`config.mk`:
```
export PLATFORM = sky130hd
export DESIGN_NAME = gn3_lerp
export DESIGN_NICKNAME = d
export VERILOG_FILES = /design/src/design/gn3_lerp.sv
export SDC_FILE = /design/constraint.sdc
export NUM_CORES = 1
export LEC_CHECK = 0
export ABC_AREA = 0
export BUFFER_PORTS_ARGS = -buffer_cell sky130_fd_sc_hd__buf_4
export CORE_ASPECT_RATIO = 1.25
export CORE_MARGIN = 4
export CORE_UTILIZATION = 30
export DETAILED_ROUTE_END_ITERATION = 8
export PLACE_DENSITY_LB_ADDON = 0.3
export SKIP_CTS_REPAIR_TIMING = 1
export SKIP_LAST_GASP = 1
export SYNTH_ARGS = -nofsm -noshare
export SYNTH_HDL_FRONTEND = slang
export SYNTH_SLANG_ARGS = --single-unit
export TNS_END_PERCENT = 50
```
`constraint.sdc`:
```
create_clock -name i_clk -period 11.4 [get_ports i_clk]
set_input_delay 1.14 -clock i_clk [delete_from_list [all_inputs] [get_ports i_clk]]
set_output_delay 1.14 -clock i_clk [all_outputs]
set_load 0.01 [all_outputs]
```
`src/design/gn3_lerp.sv`:
```
// One registered linear interpolation a + round(t*(b-a)).
// Width follows FRAC_BITS; no package dependencies.
`timescale 1ns / 1ps
`default_nettype none
module gn3_lerp #(
    parameter int FRAC_BITS = 16,
    parameter int W = 20
) (
    input  wire logic                   i_clk,
    input  wire logic                   i_en,
    input  wire logic signed [FRAC_BITS+1:0] i_t,
    input  wire logic signed [W-1:0]    i_a,
    input  wire logic signed [W-1:0]    i_b,
    output logic signed [W-1:0]         o_y
);
    localparam int PW = W + FRAC_BITS + 4;
    logic signed [W:0]    d;
    logic signed [PW-1:0] p;
    assign d = (W+1)'(i_b) - (W+1)'(i_a);
    assign p = PW'(i_t) * PW'(d) + (PW'(1) <<< (FRAC_BITS-1));
    always_ff @(posedge i_clk) begin
        if (i_en) o_y <= i_a + W'(p >>> FRAC_BITS);
    end
endmodule
`default_nettype wire

```
==> results.toml <==
[synthesis]
netlist_area_um2 = 15100
synthCells = 1675
seq_area_frac_synth = 0.0398
async_reset_ff_frac = 0
synth_edf_count = 20
synth_area_leader_cell = "fa_1"
synth_warnings = 0
ys.flop_type = "edfxtp_1"
avgSynthCellArea_um2 = 9.01
synth_seq_cells = 20
syn-num-nets = 2221
yosysUniqueCellTypes = 57
netlist.area_leader.share = 0.472
synthTopCellsByArea = "fa_1 (47%), ha_1 (11%), inv_1 (11%)"

[min_path]
min_to = "o_y[0]"
hold_path_depth = 2
hold_start = "i_a[0]"
hp-class = "in -> reg"

[place]
dp_slack_ps = 140
portBuffers = 79
gp_congestion = 0.836
hpwl_um = 33100

[sta]
setup_viol = 0
slew-limit-headroom = 0.448
hold-worst-slack_ps = 1190
hold_viol = 0
drv_slew = 0
period_needed_ps = 10750
fmax_ghz = 0.0930
finalCritPeriodShare = 0.943
worstMarginPinSlew_ps = 827
finalSetupTns_ps = 0
setup_slack_ps = 645

[worst_setup_path]
startpoint_type = "primary input"
cpMostUsedCell = "fa_1"
critPathRequiredTime_ps = 11420
worstSetupPathType = "in -> reg"
worstSetupEndpointType = "flop"
crit_slowest_cell = "fa_1"
cpLargestDelayFamily = "adder cells"
path_buf_inv = 6
cp_max_fo = 14
critical-path-max-stage-delay_ps = 570
arrival_ps = 10770

[clocking]
clk_pin_slew_ps = 70
htreeDepth = 1
clk_path_buf_depth = 2
cts_tree = "built"
cts_sinks = 20
cts-root-buf = "clkbuf_16"
numCtsBuffers = 3

[global_route]
antenna_found_initial = 2
grt_max_degree = 22
track_usage = 0.148
grt_first_pass_wirelength_um = 64700
grt_pass1_vias = 12400
gr-total-overflow = 0

[floorplan]
die_y_um = 259
core_um2 = 49500
start_util = 0.305
io_pins = 80
num_rows = 91
fp.dieArea_um2 = 54000
die_width_um = 209

[final_layout]
largest_register_ff_count = 20
layout-drive-gt1-share = 0.0783
largest_register = "o_y"
reg_top3 = "o_y: 20 flops"
layout_common_cells = "inv_1 (433), fa_1 (356), nand2_1 (191)"
seqCellArea_um2 = 601
multi_input_area_um2 = 12700
layout_commonest_cell = "inv_1"
layout.nets = 2272
final_core_util = 0.335
area_delta_synth_final_pct = 10.0
fillerInstances = 5182
antenna_cells = 0

[status]
status = "finished clean"

[detailed_routing]
drt-total-wl_um = 38700
postRouteAntennaNets = 0
firstDrtPassIters = 4
drt_iter0_drc = 474
vias_per_cell = 4.54
via_count = 10800
post-route-drc-count = 0
wl_per_cell_um = 16.3

[job]
maxCapViolations = 0
==> layout make-up <==
| cell class | instances | area share |
|---|---|---|
| Tap cell | 651 | 0.0491 |
| Inverter | 439 | 0.0993 |
| Clock inverter | 1 | 0.00181 |
| Sequential cell | 20 | 0.0362 |
| Clock buffer | 3 | 0.00452 |
| Multi-Input combinational cell | 1160 | 0.763 |
| Timing Repair Buffer | 102 | 0.0461 |
==> Yosys cell counts, types with 3 or more instances <==
cell / count
inv_1: 433
fa_1: 356
nand2_1: 191
and2_1: 157
ha_1: 130
clkbuf_1: 56
nor2_1: 50
xnor2_1: 44
a21oi_1: 31
nor2b_1: 29
nand2b_1: 22
edfxtp_1: 20
a21o_1: 14
o21ai_0: 13
o21ai_1: 13
xor2_1: 13
nor3_1: 12
o21a_1: 12
nand3_1: 10
a31oi_1: 5
inv_2: 5
a211oi_1: 4
a21oi_2: 4
and3_1: 4
or2_2: 4
a21boi_1: 3
o2111ai_1: 3
==> worst max path at each step <==
| stage | start | endpoint | depth (start not counted) |
|---|---|---|---|
| final | i_a[0] | o_y[19] | 38 |
| after global routing | i_a[7] | o_y[19] | 42 |
| after CTS | i_a[7] | o_y[19] | 40 |
| after detailed placement | i_a[5] | o_y[19] | 40 |
| after global placement | i_b[0] | o_y[19] | 40 |
| after floorplan | i_b[0] | o_y[19] | 43 |
==> metal layers <==
| layer | track usage | vias to the layer above | routed length [um] |
|---|---|---|---|
| met5 | 0 | - | 0 |
| met1 | 0.172 | 5557 | 15000 |
| met2 | 0.293 | 176 | 21800 |
| met3 | 0.0100 | 53 | 928 |
| li1 | - | 5006 | - |
| met4 | 0.0345 | 0 | 1070 |
==> cells by family after synthesis <==
kind of cell             after synthesis  share of synthesized area
adder cells (fa/ha/maj)              486                      0.580
AO/OA/AOI/OAI                        125                     0.0590
AND/OR/NAND/NOR                      490                      0.162
buffers and inverters                495                      0.123
flip-flops                            20                     0.0398
XOR/XNOR                              59                     0.0361
==> metrics by stage <==
step / std cells / area [um^2]
global route: 2376 / 16600
floorplan: 1675 / 15100
finish: 2376 / 16600
global placement: 2372 / 16500
CTS: 2376 / 16600
detailed placement: 2372 / 16500
Power is not shown: default switching activity piles up to over one toggle a cycle in this logic, so the estimate is an artifact.
