`config.mk`:
```
export PLATFORM = sky130hd
export DESIGN_NAME = gn3_fade
export DESIGN_NICKNAME = d
export VERILOG_FILES = /design/src/design/gn3_fade.sv
export SDC_FILE = /design/constraint.sdc
export NUM_CORES = 2
export LEC_CHECK = 0
export BUFFER_PORTS_ARGS = -buffer_cell sky130_fd_sc_hd__buf_2
export CAP_MARGIN = 15
export CORE_ASPECT_RATIO = 1.5
export CORE_MARGIN = 5
export CORE_UTILIZATION = 45
export DETAILED_ROUTE_END_ITERATION = 8
export HOLD_SLACK_MARGIN = 0.06
export PLACE_DENSITY_LB_ADDON = 0.12
export RECOVER_POWER = 25
export SKIP_CTS_REPAIR_TIMING = 1
export SLEW_MARGIN = 20
export SYNTH_ARGS = -nofsm -noshare
export SYNTH_HDL_FRONTEND = slang
export SYNTH_SLANG_ARGS = --single-unit
```
`constraint.sdc`:
```
create_clock -name i_clk -period 27.8 [get_ports i_clk]
set_input_delay 5.56 -clock i_clk [delete_from_list [all_inputs] [get_ports i_clk]]
set_output_delay 5.56 -clock i_clk [all_outputs]
set_load 0.01 [all_outputs]
```
`src/design/gn3_fade.sv`:
```
// Quintic fade 6t^5-15t^4+10t^3, three register stages (products per stage: 2, 1, 1).
// Depends on gn3_pkg for nothing but house style; width follows FRAC_BITS.
`timescale 1ns / 1ps
`default_nettype none
module gn3_fade #(
    parameter int FRAC_BITS = 16
) (
    input  wire logic                   i_clk,
    input  wire logic                   i_en,
    input  wire logic [FRAC_BITS-1:0]   i_t,
    output logic signed [FRAC_BITS+1:0] o_fade
);
    localparam int W = FRAC_BITS + 6;
    localparam logic signed [W-1:0] TEN = W'(10) <<< FRAC_BITS;
    localparam logic signed [W-1:0] FIFTEEN = W'(15) <<< FRAC_BITS;
    localparam logic signed [2*W-1:0] HALF = (2*W)'(1) <<< (FRAC_BITS-1);

    logic signed [W-1:0] t0, a0, b1, t2, t3, r_t1, r_b, r_t2, r_b2, r_t3;
    logic signed [2*W-1:0] p_b, p_t2, p_t3, p_f;

    assign t0 = W'(i_t);
    // 6t as 4t + 2t
    assign a0 = (t0 <<< 2) + (t0 <<< 1) - FIFTEEN;
    assign p_b  = t0 * a0 + HALF;
    assign p_t2 = t0 * t0 + HALF;
    assign p_t3 = r_t2 * r_t1 + HALF;
    assign p_f  = r_t3 * r_b2 + HALF;
    assign b1 = W'(p_b >>> FRAC_BITS) + TEN;
    assign t2 = W'(p_t2 >>> FRAC_BITS);
    assign t3 = W'(p_t3 >>> FRAC_BITS);

    always_ff @(posedge i_clk) begin
        if (i_en) begin
            r_t1   <= t0;
            r_b    <= b1;
            r_t2   <= t2;
            r_b2   <= r_b;
            r_t3   <= t3;
            o_fade <= (FRAC_BITS+2)'(p_f >>> FRAC_BITS);
        end
    end
endmodule
`default_nettype wire

```
==> results.json <==
{
  "wl_met2_um": 60100,
  "routed_wl_um": 108000,
  "async_flop_share_pct": 0,
  "synth-edff-count": 113,
  "gr-total-overflow": 0,
  "min_period_ns": 16.66,
  "n_antenna_cell": 0,
  "drive_above_1_share_pct": 2.47,
  "dr.pass1.iters": 5,
  "yosys_warnings": 0,
  "clkTransAtPathRegs_ns": 0.07,
  "num-fill-cells": 9292,
  "syn_nets": 6116,
  "clock.fmax_ghz": 0.0600,
  "detailed_place_hpwl_um": 90000,
  "status": "finished with violations",
  "synth_area_mm2": 0.0434,
  "ctsHtreeMaxLevel": 4,
  "drt-met1-wl_um": 41600,
  "num_rows": 139,
  "io_pins": 36,
  "worst_pin_slew_ns": 2.61,
  "via_count": 29200,
  "seq_area_frac_synth_pct": 7.82,
  "setup_viol": 0,
  "slew_violations": 487,
  "detail-route-antenna-nets": 0,
  "top_layer": "met4",
  "clock_sinks": 113,
  "cts_buffers": 17,
  "antenna_found_initial": 1,
  "slowest_stage": "clkbuf_1",
  "final_util_pct": 47.3,
  "hold_viol": 0,
  "viasPerCell": 5.03,
  "worst_slack_ns": 11.14,
  "place_congestion": 0.873,
  "grt_use_total_pct": 21.8,
  "cpPeakStageDelay_ns": 1.40,
  "drc_errors": 0,
  "slew_headroom_pct": -73.7,
  "clock-root-buffer": "clkbuf_16",
  "core_area_mm2": 0.0958,
  "hp-class": "register to register",
  "cp_common_cell": "fa_1",
  "ys_types": 76,
  "routedWlPerCell_um": 18.6,
  "startpoint_type": "primary input",
  "io_buffers": 35,
  "required_ns": 27.99,
  "die_y_um": 390,
  "drtIter0Drc": 1117,
  "initial_core_util_pct": 45.3,
  "syn_inst": 4619,
  "area.growth.synth_to_final_pct": 4.34,
  "grt_pass1_vias": 33400,
  "clk_path_buf_depth": 2,
  "ys_ff_latch": 113,
  "synthFlopType": "edfxtp_1",
  "clk-insertion-delay-late_ns": 0.47,
  "violations": "capacitance limit, slew limit",
  "nets": 6019,
  "skew_ns": 0.0276,
  "crit_arrival_ns": 16.85,
  "cp-end-kind": "register",
  "rsz0062_at_grt": "false",
  "syn_area_per_cell_um2": 9.40,
  "die_width_um": 264,
  "wl_met3_um": 2200,
  "fin_setup_tns_ns": 0,
  "critPathMaxFanout": 38,
  "worstSetupPathType": "primary input to register",
  "floorplan.die_area_mm2": 0.103,
  "grt_max_degree": 78,
  "grt_pass1_wl_um": 178000,
  "cts_tree": "yes",
  "dp_slack_ns": 11.76,
  "cap_violations": 15,
  "period_share_pct": 59.9
}
==> area by class of cell <==
cell class	count	area, um^2	area share (%)
sequential	113	3390	7.49
tap	1269	1590	3.51
timing repair buffer	64	340	0.751
clock buffer	17	425	0.939
clock inverter	14	166	0.367
inverter	1182	4440	9.80
multi-input combinational	3144	34900	77.1
==> registers in the layout, summed over array words and instances (netlist names) <==
signal,count
r_t1,16
r_b2,22
r_b,22
r_t2,17
o_fade,18
r_t3,18
==> worst max-delay path: cells and delay by family <==
kind,cells,cell delay [ns]
AOI/OAI and AO/OA,14,3.50
xor gates and xnor gates,3,0.40
adders and majority gates,11,4.76
buffers and inverters,8,1.96
muxes,1,0.24
and+or+nand+nor,3,0.37
==> worst paths after layout <==
check	start	to	slack, ns	cells after the start
max	i_t[2]	r_b[21]	11.14	40
min	r_b[2]	r_b2[2]	0.40	0
max reg2reg	r_t3[12]	o_fade[17]	19.68	21
min reg2reg	r_b[2]	r_b2[2]	0.40	0
==> cells in the mapped netlist (7+ instances only) <==
cell type | instances | area share [%]
a31oi_1 | 15 | 0.22
a211oi_1 | 10 | 0.17
nor2b_1 | 25 | 0.36
nor3_1 | 28 | 0.32
and3_1 | 10 | 0.14
nand2b_1 | 24 | 0.35
nand3_1 | 25 | 0.29
o211ai_1 | 7 | 0.12
nand2_1 | 615 | 5.3
o21a_1 | 14 | 0.24
ha_1 | 501 | 14
nor2_1 | 115 | 0.99
xnor2_1 | 77 | 1.6
o21ai_0 | 38 | 0.44
edfxtp_1 | 113 | 7.8
and2_1 | 372 | 5.4
a21o_1 | 34 | 0.59
fa_1 | 978 | 45
o21bai_1 | 8 | 0.14
a21oi_1 | 74 | 0.85
or3_1 | 10 | 0.14
clkbuf_1 | 174 | 1.5
xor2_1 | 47 | 0.95
nand4_1 | 13 | 0.19
inv_1 | 1175 | 10
==> layout by cell type (no fill, tap or decap), types with 24 or more instances in the layout <==
cell type	instances
a21o_1	34
a21oi_1	74
and2_1	372
buf_2	32
edfxtp_1	113
fa_1	978
ha_1	501
inv_1	1175
nand2_1	615
nand2b_1	24
nand3_1	25
nor2_1	115
nor2b_1	25
nor3_1	28
o21ai_0	38
xnor2_1	75
xor2_1	43
==> kinds of logic (layout without fill, tap and decap cells) <==
| group | count (synthesis) | after routing | share of synthesized area [%] |
|---|---|---|---|
| xor gates and xnor gates | 124 | 124 | 2.50 |
| buffers and inverters | 1362 | 1277 | 11.8 |
| and+or+nand+nor | 1276 | 1276 | 14.2 |
| muxes | 9 | 9 | 0.216 |
| adders and majority gates | 1479 | 1479 | 59.5 |
| DFF | 113 | 113 | 7.82 |
| AOI/OAI and AO/OA | 256 | 256 | 3.89 |
==> through the flow <==
stage / std cells / instance area, um^2 / hold slack [ns]
finish: 5803 / 45300 / 0.398
global route: 5803 / 45300 / 0.420
CTS: 5803 / 45300 / 0.401
detailed placement: 5772 / 44800 / 0.405
global placement: 5772 / 44800 / 0.401
floorplan: 4619 / 43400 / 0.400
==> routing by layer <==
layer / vias up / track usage, %
met2: 395 / 42.8
met1: 15100 / 25.0
met5: - / 0
li1: 13500 / -
met4: 0 / 7.03
met3: 159 / 1.45
Power is not shown: default switching activity piles up to over one toggle a cycle in this logic, so the estimate is an artifact.
